### src/rtl/vkt_pkg.sv
package vkt_pkg;

    localparam int TABLE_SLOTS = 16;
    localparam int RESULT_CAP  = 16;

    localparam int IDX_W  = (TABLE_SLOTS > 1) ? $clog2(TABLE_SLOTS) : 1;
    localparam int CNT_W  = $clog2(RESULT_CAP + 1);
    localparam int MODE_W = 3;
    localparam int KEY_W  = 16;
    localparam int VER_W  = 5;
    localparam int INFO_W = 32;
    localparam int STAT_W = 2;
    localparam int SLOT_W = 4;
    localparam int KV_W   = KEY_W + VER_W;

    localparam logic [IDX_W-1:0] LAST_IDX    = IDX_W'(TABLE_SLOTS - 1);
    localparam logic [VER_W-1:0] VERSION_MAX = VER_W'(31);

    localparam logic [MODE_W-1:0] MODE_INSERT  = 3'd0;
    localparam logic [MODE_W-1:0] MODE_DEL_KEY = 3'd1;
    localparam logic [MODE_W-1:0] MODE_DEL_KV  = 3'd2;
    localparam logic [MODE_W-1:0] MODE_SRCH_KEY = 3'd3;
    localparam logic [MODE_W-1:0] MODE_SRCH_KV = 3'd4;

    localparam logic [STAT_W-1:0] STAT_OK        = 2'd0;
    localparam logic [STAT_W-1:0] STAT_NOT_FOUND = 2'd1;
    localparam logic [STAT_W-1:0] STAT_FULL      = 2'd2;
    localparam logic [STAT_W-1:0] STAT_KEY_ZERO  = 2'd3;

    typedef enum logic [1:0] {
        ST_IDLE,
        ST_SCAN,
        ST_FINISH
    } state_t;

endpackage

### src/rtl/vkt_ram.sv
module vkt_ram #(
    parameter int WIDTH = 8,
    parameter int DEPTH = 16
) (
    input  logic                                          aclk,
    input  logic                                          we,
    input  logic [((DEPTH > 1) ? $clog2(DEPTH) : 1)-1:0] waddr,
    input  logic [WIDTH-1:0]                              wdata,
    input  logic [((DEPTH > 1) ? $clog2(DEPTH) : 1)-1:0] raddr,
    output logic [WIDTH-1:0]                              rdata
);

    logic [WIDTH-1:0] mem [DEPTH];

    always_ff @(posedge aclk) begin
        if (we) begin
            mem[waddr] <= wdata;
        end
        rdata <= mem[raddr];
    end

endmodule

### src/rtl/versioned_key_table_top.sv
// result: the final beat is registered in ST_FINISH once the slot scan ends; the scan
//   stops at the first hit in exact-match modes, and a zero key skips the scan
// one item at a time (s_tready only in ST_IDLE); scan reads one slot per cycle unless stalled
// search-by-key results: one per match, all but the last during the scan; stalls hold the scan
// reset: synchronous active-low aresetn clears control and per-slot valid flags at once,
//   so the table reads empty right after reset with no clearing pass
module versioned_key_table_top
    import vkt_pkg::*;
(
    input  logic        aclk,
    input  logic        aresetn,
    input  logic        s_tvalid,
    output logic        s_tready,
    input  logic [55:0] s_tdata,  // key[15:0], version[20:16], info[52:21], zero pad
    input  logic [2:0]  s_tuser,  // mode[2:0]
    output logic        m_tvalid,
    input  logic        m_tready,
    output logic [63:0] m_tdata,  // slot[3:0], found_key[19:4], found_version[24:20],
                                  // found_info[56:25], zero pad
    output logic [1:0]  m_tuser,  // status[1:0]
    output logic        m_tlast
);

    state_t state_reg, state_next;

    logic [MODE_W-1:0] op_mode_reg;
    logic [KEY_W-1:0]  op_key_reg;
    logic [VER_W-1:0]  op_ver_reg;
    logic [INFO_W-1:0] op_info_reg;

    logic [IDX_W-1:0]  p_idx_reg;
    logic              hit_reg;
    logic [IDX_W-1:0]  res_idx_reg;
    logic [KEY_W-1:0]  res_key_reg;
    logic [VER_W-1:0]  res_ver_reg;
    logic [INFO_W-1:0] res_info_reg;
    logic [VER_W-1:0]  ver_cnt_reg;
    logic              empty_vld_reg;
    logic [IDX_W-1:0]  empty_idx_reg;
    logic [CNT_W-1:0]  match_cnt_reg;
    logic [TABLE_SLOTS-1:0] valid_reg;

    logic              out_vld_reg;
    logic [STAT_W-1:0] out_stat_reg;
    logic [SLOT_W-1:0] out_slot_reg;
    logic [KEY_W-1:0]  out_key_reg;
    logic [VER_W-1:0]  out_ver_reg;
    logic [INFO_W-1:0] out_info_reg;
    logic              out_last_reg;

    logic [KV_W-1:0]   kv_rdata;
    logic [INFO_W-1:0] info_rdata;
    logic [IDX_W-1:0]  raddr;
    logic              kv_we;
    logic [IDX_W-1:0]  kv_waddr;
    logic [KV_W-1:0]   kv_wdata;
    logic              info_we;

    logic [KEY_W-1:0]  cur_key;
    logic [VER_W-1:0]  cur_ver;
    logic              key_match;
    logic              exact;
    logic              out_free;
    logic              push_mid;
    logic              stall;
    logic              advance;
    logic              done_early;
    logic              scan_end;
    logic              accept;

    logic              push;
    logic [STAT_W-1:0] push_stat;
    logic [SLOT_W-1:0] push_slot;
    logic [KEY_W-1:0]  push_key;
    logic [VER_W-1:0]  push_ver;
    logic [INFO_W-1:0] push_info;
    logic              push_last;

    logic [MODE_W-1:0] in_mode;
    logic [KEY_W-1:0]  in_key;

    assign in_mode = s_tuser;
    assign in_key  = s_tdata[15:0];

    vkt_ram #(.WIDTH(KV_W), .DEPTH(TABLE_SLOTS)) u_kv_ram (
        .aclk  (aclk),
        .we    (kv_we),
        .waddr (kv_waddr),
        .wdata (kv_wdata),
        .raddr (raddr),
        .rdata (kv_rdata)
    );

    vkt_ram #(.WIDTH(INFO_W), .DEPTH(TABLE_SLOTS)) u_info_ram (
        .aclk  (aclk),
        .we    (info_we),
        .waddr (empty_idx_reg),
        .wdata (op_info_reg),
        .raddr (raddr),
        .rdata (info_rdata)
    );

    assign cur_key   = valid_reg[p_idx_reg] ? kv_rdata[KEY_W-1:0] : '0;
    assign cur_ver   = valid_reg[p_idx_reg] ? kv_rdata[KV_W-1:KEY_W] : '0;
    assign key_match = (cur_key == op_key_reg);
    assign exact     = key_match && (cur_ver == op_ver_reg);
    assign out_free  = !out_vld_reg || m_tready;

    assign accept   = s_tvalid && s_tready;
    assign push_mid = (state_reg == ST_SCAN) && (op_mode_reg == MODE_SRCH_KEY)
                      && key_match && hit_reg;
    assign stall    = push_mid && !out_free;
    assign advance  = (state_reg == ST_SCAN) && !stall;

    always_comb begin
        case (op_mode_reg)
            MODE_DEL_KV, MODE_SRCH_KV: done_early = exact;
            MODE_SRCH_KEY: done_early = key_match && (match_cnt_reg == CNT_W'(RESULT_CAP - 1));
            default:       done_early = 1'b0;
        endcase
    end

    assign scan_end = advance && ((p_idx_reg == LAST_IDX) || done_early);

    // next state
    always_comb begin
        state_next = state_reg;
        case (state_reg)
            ST_IDLE: begin
                if (accept && (in_mode <= MODE_SRCH_KV)) begin
                    state_next = (in_key == '0) ? ST_FINISH : ST_SCAN;
                end
            end
            ST_SCAN: begin
                if (scan_end) begin
                    state_next = ST_FINISH;
                end
            end
            ST_FINISH: begin
                if (out_free) begin
                    state_next = ST_IDLE;
                end
            end
            default: state_next = ST_IDLE;
        endcase
    end

    // memory and result controls
    always_comb begin
        s_tready  = 1'b0;
        raddr     = '0;
        kv_we     = 1'b0;
        kv_waddr  = p_idx_reg;
        kv_wdata  = '0;
        info_we   = 1'b0;
        push      = 1'b0;
        push_stat = STAT_OK;
        push_slot = '0;
        push_key  = '0;
        push_ver  = '0;
        push_info = '0;
        push_last = 1'b1;
        case (state_reg)
            ST_IDLE: begin
                s_tready = 1'b1;
            end
            ST_SCAN: begin
                raddr = advance ? (p_idx_reg + IDX_W'(1)) : p_idx_reg;
                if (advance) begin
                    if ((op_mode_reg == MODE_DEL_KEY) && key_match) begin
                        kv_we = 1'b1;
                    end
                    if ((op_mode_reg == MODE_DEL_KV) && exact) begin
                        kv_we = 1'b1;
                    end
                end
                if (push_mid && out_free) begin
                    push      = 1'b1;
                    push_slot = SLOT_W'(res_idx_reg);
                    push_key  = res_key_reg;
                    push_ver  = res_ver_reg;
                    push_info = res_info_reg;
                    push_last = 1'b0;
                end
            end
            ST_FINISH: begin
                if (out_free) begin
                    push = 1'b1;
                    if (op_key_reg == '0) begin
                        push_stat = STAT_KEY_ZERO;
                    end else if (op_mode_reg == MODE_INSERT) begin
                        if (empty_vld_reg) begin
                            kv_we     = 1'b1;
                            kv_waddr  = empty_idx_reg;
                            kv_wdata  = {ver_cnt_reg, op_key_reg};
                            info_we   = 1'b1;
                            push_slot = SLOT_W'(empty_idx_reg);
                            push_key  = op_key_reg;
                            push_ver  = ver_cnt_reg;
                            push_info = op_info_reg;
                        end else begin
                            push_stat = STAT_FULL;
                        end
                    end else if (hit_reg) begin
                        push_slot = SLOT_W'(res_idx_reg);
                        push_key  = res_key_reg;
                        push_ver  = res_ver_reg;
                        push_info = res_info_reg;
                    end else begin
                        push_stat = STAT_NOT_FOUND;
                    end
                end
            end
            default: ;
        endcase
    end

    always_ff @(posedge aclk) begin
        if (!aresetn) begin
            state_reg   <= ST_IDLE;
            valid_reg   <= '0;
            out_vld_reg <= 1'b0;
        end else begin
            state_reg <= state_next;
            if (kv_we) begin
                valid_reg[kv_waddr] <= 1'b1;
            end
            if (push) begin
                out_vld_reg <= 1'b1;
            end else if (m_tready) begin
                out_vld_reg <= 1'b0;
            end
        end
    end

    always_ff @(posedge aclk) begin
        if (accept) begin
            op_mode_reg   <= in_mode;
            op_key_reg    <= in_key;
            op_ver_reg    <= s_tdata[20:16];
            op_info_reg   <= s_tdata[52:21];
            p_idx_reg     <= '0;
            hit_reg       <= 1'b0;
            ver_cnt_reg   <= VER_W'(1);
            empty_vld_reg <= 1'b0;
            match_cnt_reg <= '0;
        end else if (advance) begin
            p_idx_reg <= p_idx_reg + IDX_W'(1);
            if ((cur_key == '0) && !empty_vld_reg) begin
                empty_vld_reg <= 1'b1;
                empty_idx_reg <= p_idx_reg;
            end
            if (key_match && (ver_cnt_reg != VERSION_MAX)) begin
                ver_cnt_reg <= ver_cnt_reg + VER_W'(1);
            end
            if (key_match) begin
                match_cnt_reg <= match_cnt_reg + CNT_W'(1);
            end
            case (op_mode_reg)
                MODE_DEL_KEY: begin
                    if (key_match && !hit_reg) begin
                        hit_reg      <= 1'b1;
                        res_idx_reg  <= p_idx_reg;
                        res_key_reg  <= cur_key;
                        res_ver_reg  <= cur_ver;
                        res_info_reg <= info_rdata;
                    end
                end
                MODE_DEL_KV, MODE_SRCH_KV: begin
                    if (exact) begin
                        hit_reg      <= 1'b1;
                        res_idx_reg  <= p_idx_reg;
                        res_key_reg  <= cur_key;
                        res_ver_reg  <= cur_ver;
                        res_info_reg <= info_rdata;
                    end
                end
                MODE_SRCH_KEY: begin
                    if (key_match) begin
                        hit_reg      <= 1'b1;
                        res_idx_reg  <= p_idx_reg;
                        res_key_reg  <= cur_key;
                        res_ver_reg  <= cur_ver;
                        res_info_reg <= info_rdata;
                    end
                end
                default: ;
            endcase
        end
    end

    always_ff @(posedge aclk) begin
        if (push) begin
            out_stat_reg <= push_stat;
            out_slot_reg <= push_slot;
            out_key_reg  <= push_key;
            out_ver_reg  <= push_ver;
            out_info_reg <= push_info;
            out_last_reg <= push_last;
        end
    end

    assign m_tvalid = out_vld_reg;
    assign m_tdata  = {7'b0, out_info_reg, out_ver_reg, out_key_reg, out_slot_reg};
    assign m_tuser  = out_stat_reg;
    assign m_tlast  = out_last_reg;

endmodule

### config.mk
export PLATFORM = sky130hd
export DESIGN_NAME = versioned_key_table_top
export DESIGN_NICKNAME = d
export VERILOG_FILES = /design/src/rtl/vkt_pkg.sv /design/src/rtl/vkt_ram.sv /design/src/rtl/versioned_key_table_top.sv
export SDC_FILE = /design/constraint.sdc
export NUM_CORES = 1
export LEC_CHECK = 0
export ABC_AREA = 1
export BUFFER_PORTS_ARGS = -buffer_cell sky130_fd_sc_hd__buf_2
export CAP_MARGIN = 20
export CORE_MARGIN = 5
export CORE_UTILIZATION = 55
export CTS_CLUSTER_DIAMETER = 200
export DETAILED_ROUTE_END_ITERATION = 10
export PLACE_DENSITY = 0.68
export SLEW_MARGIN = 10
export SYNTH_ARGS = -nofsm -noshare
export SYNTH_HDL_FRONTEND = slang
export SYNTH_SLANG_ARGS = --single-unit
### constraint.sdc
create_clock -name aclk -period 7.65 [get_ports aclk]
set_clock_uncertainty 0.2 [all_clocks]
set_input_delay 1.53 -clock aclk [delete_from_list [all_inputs] [get_ports aclk]]
set_output_delay 1.53 -clock aclk [all_outputs]
set_load 0.01 [all_outputs]
# [Yosys cells after proc, flatten, opt, wreduce, memory -nomap -nowiden]
# Memories as Yosys holds them, arrays and structs flattened. A register that Yosys moved wholly into a read port is not among the register bits.
# Index checks and enable logic that the tools add are counted.
[op_classes] add_sub_neg=3 n_lt_le_gt_ge=4 eq_ne=17 mux=96 bitwise_logic=2 reduce_logical=40
[ops] op="$mux W32" count=9
[ops] op="$mux W16" count=10
[ops] op="$mux W21" count=5
[ops] op="$pmux W32 S3" count=1
[ops] op="$mux W4" count=16
[ops] op="$pmux W32 S2" count=1
[ops] op="$mux W5" count=10
[ops] op="$logic_not A16 Y1" count=3
[ops] op="$pmux W16 S3" count=1
[ops] op="$pmux W16 S2" count=1
[ops] op="$mux W1" count=24
[ops] op="$logic_and A1 B1 Y1" count=17
[ops] op="$eq A16 B16 Y1" count=1
[ops] op="$or A16 B16 Y16" count=1
[ops] op="$pmux W5 S3" count=1
[ops] op="$mux W2" count=7
[ops] op="$pmux W4 S3" count=1
[ops] op="$add A5 B1 Y5 const B" count=2
[ops] op="$lt A4 B5 Y1 const B" count=2
[ops] op="$ne A2 B2 Y1 const B" count=5
[ops] op="$pmux W5 S2" count=1
[ops] op="$pmux W4 S2" count=1
[ops] op="$reduce_and A2 Y1" count=4
[ops] op="$eq A3 B2 Y1 const B" count=2
[ops] op="other kinds (28)" count=36
[word_totals] regBits=212 ram_bits=848 in_bits=63 word_cells=187 n_memories=2
[memory_table] name="u_info_ram.mem" words=16 width=32 read_ports=1 rd_clocked_by_memory_dff=1 wr=1 line_no="vkt_ram.sv:13" rtl="logic [WIDTH-1:0] mem [DEPTH];"
[memory_table] name="u_kv_ram.mem" words=16 width=21 read_ports=1 rd_clocked_by_memory_dff=1 wr=1 line_no="vkt_ram.sv:13"

# [Depth between registers and ports, before layout]
[depth] word_depth=13 mapped_depth=28 depth_no_buf=26

# [Cells and area by module]
# Synthesis repeated with hierarchy kept, for this count alone.
[unflattened] cells_unflattened=4430 area_unflattened_um2=47001.3
[modules_own_cells] mod="vkt_ram at u_info_ram" n_inst=1 cells_each=2120 area_each_um2=22730.6
[modules_own_cells] mod="vkt_ram at u_kv_ram" n_inst=1 cells_each=1401 area_each_um2=14924.3
[modules_own_cells] mod="versioned_key_table_top" n_inst=1 cells_each=909 area_each_um2=9346.5

# [Worst setup path after synthesis]
# No wires, ideal clock.
[synth_path] path_type="flip-flop to flip-flop" from="register p_idx_reg[0]" to="register res_idx_reg[0], enable pin" setup_ps=559 t_arrival_ps=6203 required_time_ps=6891 setup_slack_ps=688 stages_incl_launch_ff=19 n_path_buf=2 synth_period_minus_slack_ps=6962 cell_sequence="dfxtp_1 > buf_4 > nand2_1 > nand3_1 > nand2_1 > nand2_1 > nand2_1 > inv_2 > nand2_2 > buf_4 > nand2_2 > xor2_1 > nand3_1 > nor2_2 > and2_1 > nand2_1 > nand2_1 > o211ai_1 > a211oi_1"
[synth_between] elab_chain_cells=10 word_cells_on_any_way=17 cone_classes="eq/ne: 5; mux: 4; reduce/logical: 8"
[synth_rtl] item="start: declaration" line_no="versioned_key_table_top.sv:31" rtl="logic [IDX_W-1:0] p_idx_reg;"
[synth_rtl] item="start signal: assignment" line_no="versioned_key_table_top.sv:248" rtl="p_idx_reg <= p_idx_reg + IDX_W'(1);"
[synth_rtl] item="$bmux W1 S4 *" line_no="versioned_key_table_top.sv:103, versioned_key_table_top.sv:104"
[synth_rtl] item="$mux W1 (implied by the code) *" line_no="versioned_key_table_top.sv:103, versioned_key_table_top.sv:104"
[synth_rtl] item="$mux W16" line_no="versioned_key_table_top.sv:103" rtl="assign cur_key = valid_reg[p_idx_reg] ? kv_rdata[KEY_W-1:0] : '0;"
[synth_rtl] item="$eq A16 B16 Y1" line_no="versioned_key_table_top.sv:105" rtl="assign key_match = (cur_key == op_key_reg);"
[synth_rtl] item="$logic_and A1 B1 Y1 (2 in a row)" line_no="versioned_key_table_top.sv:111" rtl="&& key_match && hit_reg;"
[synth_rtl] item="$logic_and A1 B1 Y1" line_no="versioned_key_table_top.sv:112" rtl="assign stall = push_mid && !out_free;"
[synth_rtl] item="$logic_not A1 Y1" line_no="versioned_key_table_top.sv:113" rtl="assign advance = (state_reg == ST_SCAN) && !stall;"
[synth_rtl] item="$logic_and A1 B1 Y1" line_no="versioned_key_table_top.sv:113"
[synth_rtl] item="$reduce_and A6 Y1 (no line) *"
[synth_rtl] item="end signal: assignment" line_no="versioned_key_table_top.sv:263" rtl="res_idx_reg <= p_idx_reg;"
[synth_rtl] item="end signal: assignment" line_no="versioned_key_table_top.sv:272" rtl="res_idx_reg <= p_idx_reg;"
[synth_rtl] item="end signal: assignment" line_no="versioned_key_table_top.sv:281" rtl="res_idx_reg <= p_idx_reg;"
[synth_rtl] item="end: declaration" line_no="versioned_key_table_top.sv:33" rtl="logic [IDX_W-1:0] res_idx_reg;"
# Mark *: on every way between the ends. The rest lies on a longest branch, timed or not. The select of a mux whose other input is x is not followed.
# A chain may end at the register's enable or synchronous reset.

# [Worst setup path after layout]
[layout_path] from="register p_idx_reg[0]" to="register u_kv_ram.rdata[20] (read register of u_kv_ram.mem)"
[layout_between] elab_chain_cells=11 word_cells_on_any_way=12 cone_classes="add/sub: 1; eq/ne: 1; mux: 5; reduce/logical: 5"
[layout_rtl] item="$bmux W1 S4" line_no="versioned_key_table_top.sv:103"
[layout_rtl] item="$mux W1 (implied by the code)" line_no="versioned_key_table_top.sv:103"
[layout_rtl] item="$mux W16" line_no="versioned_key_table_top.sv:103"
[layout_rtl] item="$eq A16 B16 Y1" line_no="versioned_key_table_top.sv:105"
[layout_rtl] item="$logic_and A1 B1 Y1 (2 in a row)" line_no="versioned_key_table_top.sv:111"
[layout_rtl] item="$logic_and A1 B1 Y1" line_no="versioned_key_table_top.sv:112"
[layout_rtl] item="$logic_not A1 Y1" line_no="versioned_key_table_top.sv:113"
[layout_rtl] item="$logic_and A1 B1 Y1" line_no="versioned_key_table_top.sv:113"
[layout_rtl] item="$mux W4 *"
[layout_rtl] item="$mux W4 *" line_no="versioned_key_table_top.sv:163" rtl="case (state_reg)"
[layout_rtl] item="end: declaration" line_no="vkt_ram.sv:10" rtl="output logic [WIDTH-1:0] rdata"
# Marks and branches as above.

==> flow_summary_export.csv <==
group,metric,value,unit
pwr,p_per_area,331.0,nW/um2
worst_setup_path,cp_max_fo,33,
sta,tns,0,ps
place,post-dp-hpwl,64600,um
sta,clock.fmax,169.8,MHz
worst_setup_path,crit_path_start_kind,"flop",
pwr,p_leak,0.02155,uW
yosys,yosys.area.top_type,"edfxtp_1",
sta,timing.final.crit_period,5890,ps
clock_network,clock-sinks,1113,
sta,period_share,0.7699,
min_path,min_path_type,"flop to flop",
floorplan,row_count,108,
pwr,irDropWorstVdd,0.4515,mV
cells_and_area,top_register,"u_info_ram.mem",
pwr,clock_power_share,0.313,
cells_and_area,ff_latch_area,32540,um2
clock_network,cts_tree,"built",
sta,setup_viol,0,
worst_setup_path,path_class,"flop to flop",
outcome,status,"finished clean",
yosys,synth_edf_count,1025,
detailed_routing,first_iter_violations,3254,
yosys,synthCells,4404,
floorplan,core_area,86480,um2
clock_network,hold_buffers,0,
worst_setup_path,r2r_start,"p_idx_reg[0]$_SDFF_PP0_",
detailed_routing,drtPass1Iterations,7,
worst_setup_path,cp_data_required_time,7980,ps
pwr,p_int,11580,uW
detailed_routing,wl_per_cell,21.56,um
pwr,switchingPower,6151,uW
worst_setup_path,endpoint,"u_kv_ram.rdata[20]$_DFF_P_",
yosys,synthTopCellsByArea,"edfxtp_1 (64%), nand3_1 (9.9%), inv_1 (6.5%)",
pwr,p_comb_frac,0.266,
place,placed_cells,5511,
cells_and_area,drive_gt1_frac,0.1019,
detailed_routing,drt-vias-per-instance,5.687,
yosys,synth_warnings,0,
yosys,ys_types,37,
cells_and_area,reg.largest.list,"u_info_ram.mem x512, u_kv_ram.mem x336",
sta,rsz0062_at_grt,"false",
grt,grt_overflow_total,0,
sta,finalHoldViolations,0,
detailed_routing,ant_nets,0,
yosys,synth.cell_area,47800,um2
detailed_routing,routed_wl,123500,um
yosys,synth-main-ff-cell,"edfxtp_1",
place,globalplace.congestion,0.8523,
cells_and_area,largest_reg_flops,512,
sta,slew_viol_final,0,
floorplan,die_x,304.8,um
flow_run,drv_cap,0,
grt,grt_max_degree,184,
cells_and_area,fillers,6641,
cells_and_area,fin_nets,4546,
worst_setup_path,r2r_cells,22,
clock_network,postCtsSetupBuffers,0,
clock_network,cts_buffer_depth,3,
worst_setup_path,crit_path_end_kind,"flop",
pwr,p_seq_frac,0.421,
min_path,hp-start,"u_info_ram.rdata[1]$_DFF_P_",
cells_and_area,fin_util,0.6193,
cells_and_area,multi_input_area,11080,um2
worst_setup_path,arrival,6220,ps
floorplan,initial_utilization,0.5527,
worst_setup_path,reg2reg_slack,1760,ps
sta,tightest_slew,1197,ps
floorplan,die_y,304.8,um
cells_and_area,areaGrowthSynthToFinish,12.06,%
detailed_routing,drc_errors,0,
clock_network,clock_latency,680,ps
place,io_buffers,121,
clock_network,post_cts_resized,0,
grt,grt_pass1_wl,184600,um
floorplan,num_io_pins,132,
yosys,ys_ff_latch,1113,
yosys,seq_area_frac_synth,0.6808,
worst_setup_path,startpoint,"p_idx_reg[0]$_SDFF_PP0_",
cells_and_area,stdcell_count,5729,
grt,antenna_found_initial,3,
clock_network,clkTransAtPathRegs,60,ps
pwr,swShare,0.3469,
clock_network,root_buffer,"clkbuf_16",
yosys,synth_top_area_share,0.6440,
yosys,syn_area_per_cell,10.85,um2
grt,grtUsageTotal,0.2577,
sta,slew_headroom,0.2019,
clock_network,cts_max_level,3,
detailed_routing,vias,32580,
clock_network,cts_buffers,112,
floorplan,die_area,92900,um2
yosys,async_flop_share,0,
grt,grt_pass1_vias,31550,
worst_setup_path,reg2reg_to,"u_kv_ram.rdata[20]$_DFF_P_",
-- layout make-up --
cell class | count | area share
flip-flops and latches | 1113 | 0.6076
multi-input cells | 2195 | 0.2069
clock buffers | 176 | 0.06244
inverters | 835 | 0.05868
repair buffers | 218 | 0.02890
well taps | 1155 | 0.02698
clock inverters | 36 | 0.008480
diodes | 1 | 0.00004672
-- layout by cell type (no fill, tap or decap), types with 19 or more instances in the layout --
cell type     n
buf_4        80
inv_1       822
nand4_1     118
clkinv_2     19
nor2_1       63
nand3b_1    159
or2_2        21
nor2_4       21
edfxtp_1   1025
nand2_1     669
nand3_1     945
a21oi_1      86
dfxtp_1      88
o21ai_0      23
clkbuf_16   113
clkbuf_1     35
a32oi_1      19
clkbuf_8     28
buf_2       121
-- power by group through the flow --
stage	clock network [uW]	registers [uW]	logic (uW)
6_report	5550	7470	4710
5_1_grt	5870	7500	5120
4_1_cts	5600	7470	4660
3_5_place_dp	0	7590	4630
3_3_place_gp	0	7590	4550
2_1_floorplan	0	7490	3260
-- metrics by stage --
stage | total power, uW | worst slack, ps | area [um2] | hold slack (ps)
2_1_floorplan | 10750 | 688.0 | 47820 | 185.5
3_3_place_gp | 12140 | 1373 | 49610 | 186.2
3_5_place_dp | 12230 | 1347 | 49720 | 189.6
4_1_cts | 17730 | 1924 | 53520 | 197.3
5_1_grt | 18490 | 1492 | 53560 | 207.0
6_report | 17730 | 1760 | 53560 | 198.0
-- worst max-delay path, cell delays in order, from the launching register on --
cell     delay [ps]
dfxtp_1         750
inv_2           240
nand2_1         120
nand3_1          70
nand3_1         100
nand3_1         110
nand2_2         490
nand2_1         220
nand2_1         100
nand2_1          50
nor2_1          100
nand2_1          80
nor2_1          230
nand4_2         250
nand2_2         270
inv_2           110
o21ai_1         130
inv_1            90
nor2_4          570
inv_2           630
buf_4           470
nand3_1         150
nand2_1         120
-- logic make-up after synthesis --
kind of cell / Yosys count / synth area share
flip-flops: 1113 / 0.6808
adder cells (fa/ha/maj): 8 / 0.002094
other: 1 / 0.00007846
XOR/XNOR: 7 / 0.001283
buffers and inverters: 1102 / 0.09309
AND/OR/NAND/NOR: 2031 / 0.2058
AO/OA/AOI/OAI: 142 / 0.01683
-- worst min-delay path by stage --
stage	to	slack, ps	cells after the start
after global placement	res_info_reg[29]$_DFFE_PP_	190	0
after global routing	res_info_reg[31]$_DFFE_PP_	210	0
after detailed placement	res_info_reg[5]$_DFFE_PP_	190	0
after floorplan	res_info_reg[0]$_DFFE_PP_	190	0
final	res_info_reg[1]$_DFFE_PP_	200	0
after CTS	res_info_reg[1]$_DFFE_PP_	200	0
-- routing by layer --
layer	wire, um	global-route usage	vias up
met5	13	0	-
met4	5509	0.1166	2
met3	9801	0.03764	310
met2	58840	0.4271	1526
met1	49380	0.3418	15720
li1	-	-	15020
-- Yosys cell counts, drive strengths merged, types with 4 or more instances --
| master | n |
|---|---|
| nor4 | 7 |
| nand4 | 119 |
| ha | 8 |
| o21ai | 24 |
| clkinv | 4 |
| or2 | 21 |
| nor3 | 6 |
| a31oi | 6 |
| nand3b | 159 |
| a21oi | 87 |
| nand3 | 948 |
| dfxtp | 88 |
| clkbuf | 103 |
| a32oi | 19 |
| xor2 | 7 |
| nor2 | 95 |
| edfxtp | 1025 |
| inv | 831 |
| buf | 164 |
| nand2 | 675 |
No activity file was read; power rests on OpenSTA's default activity.
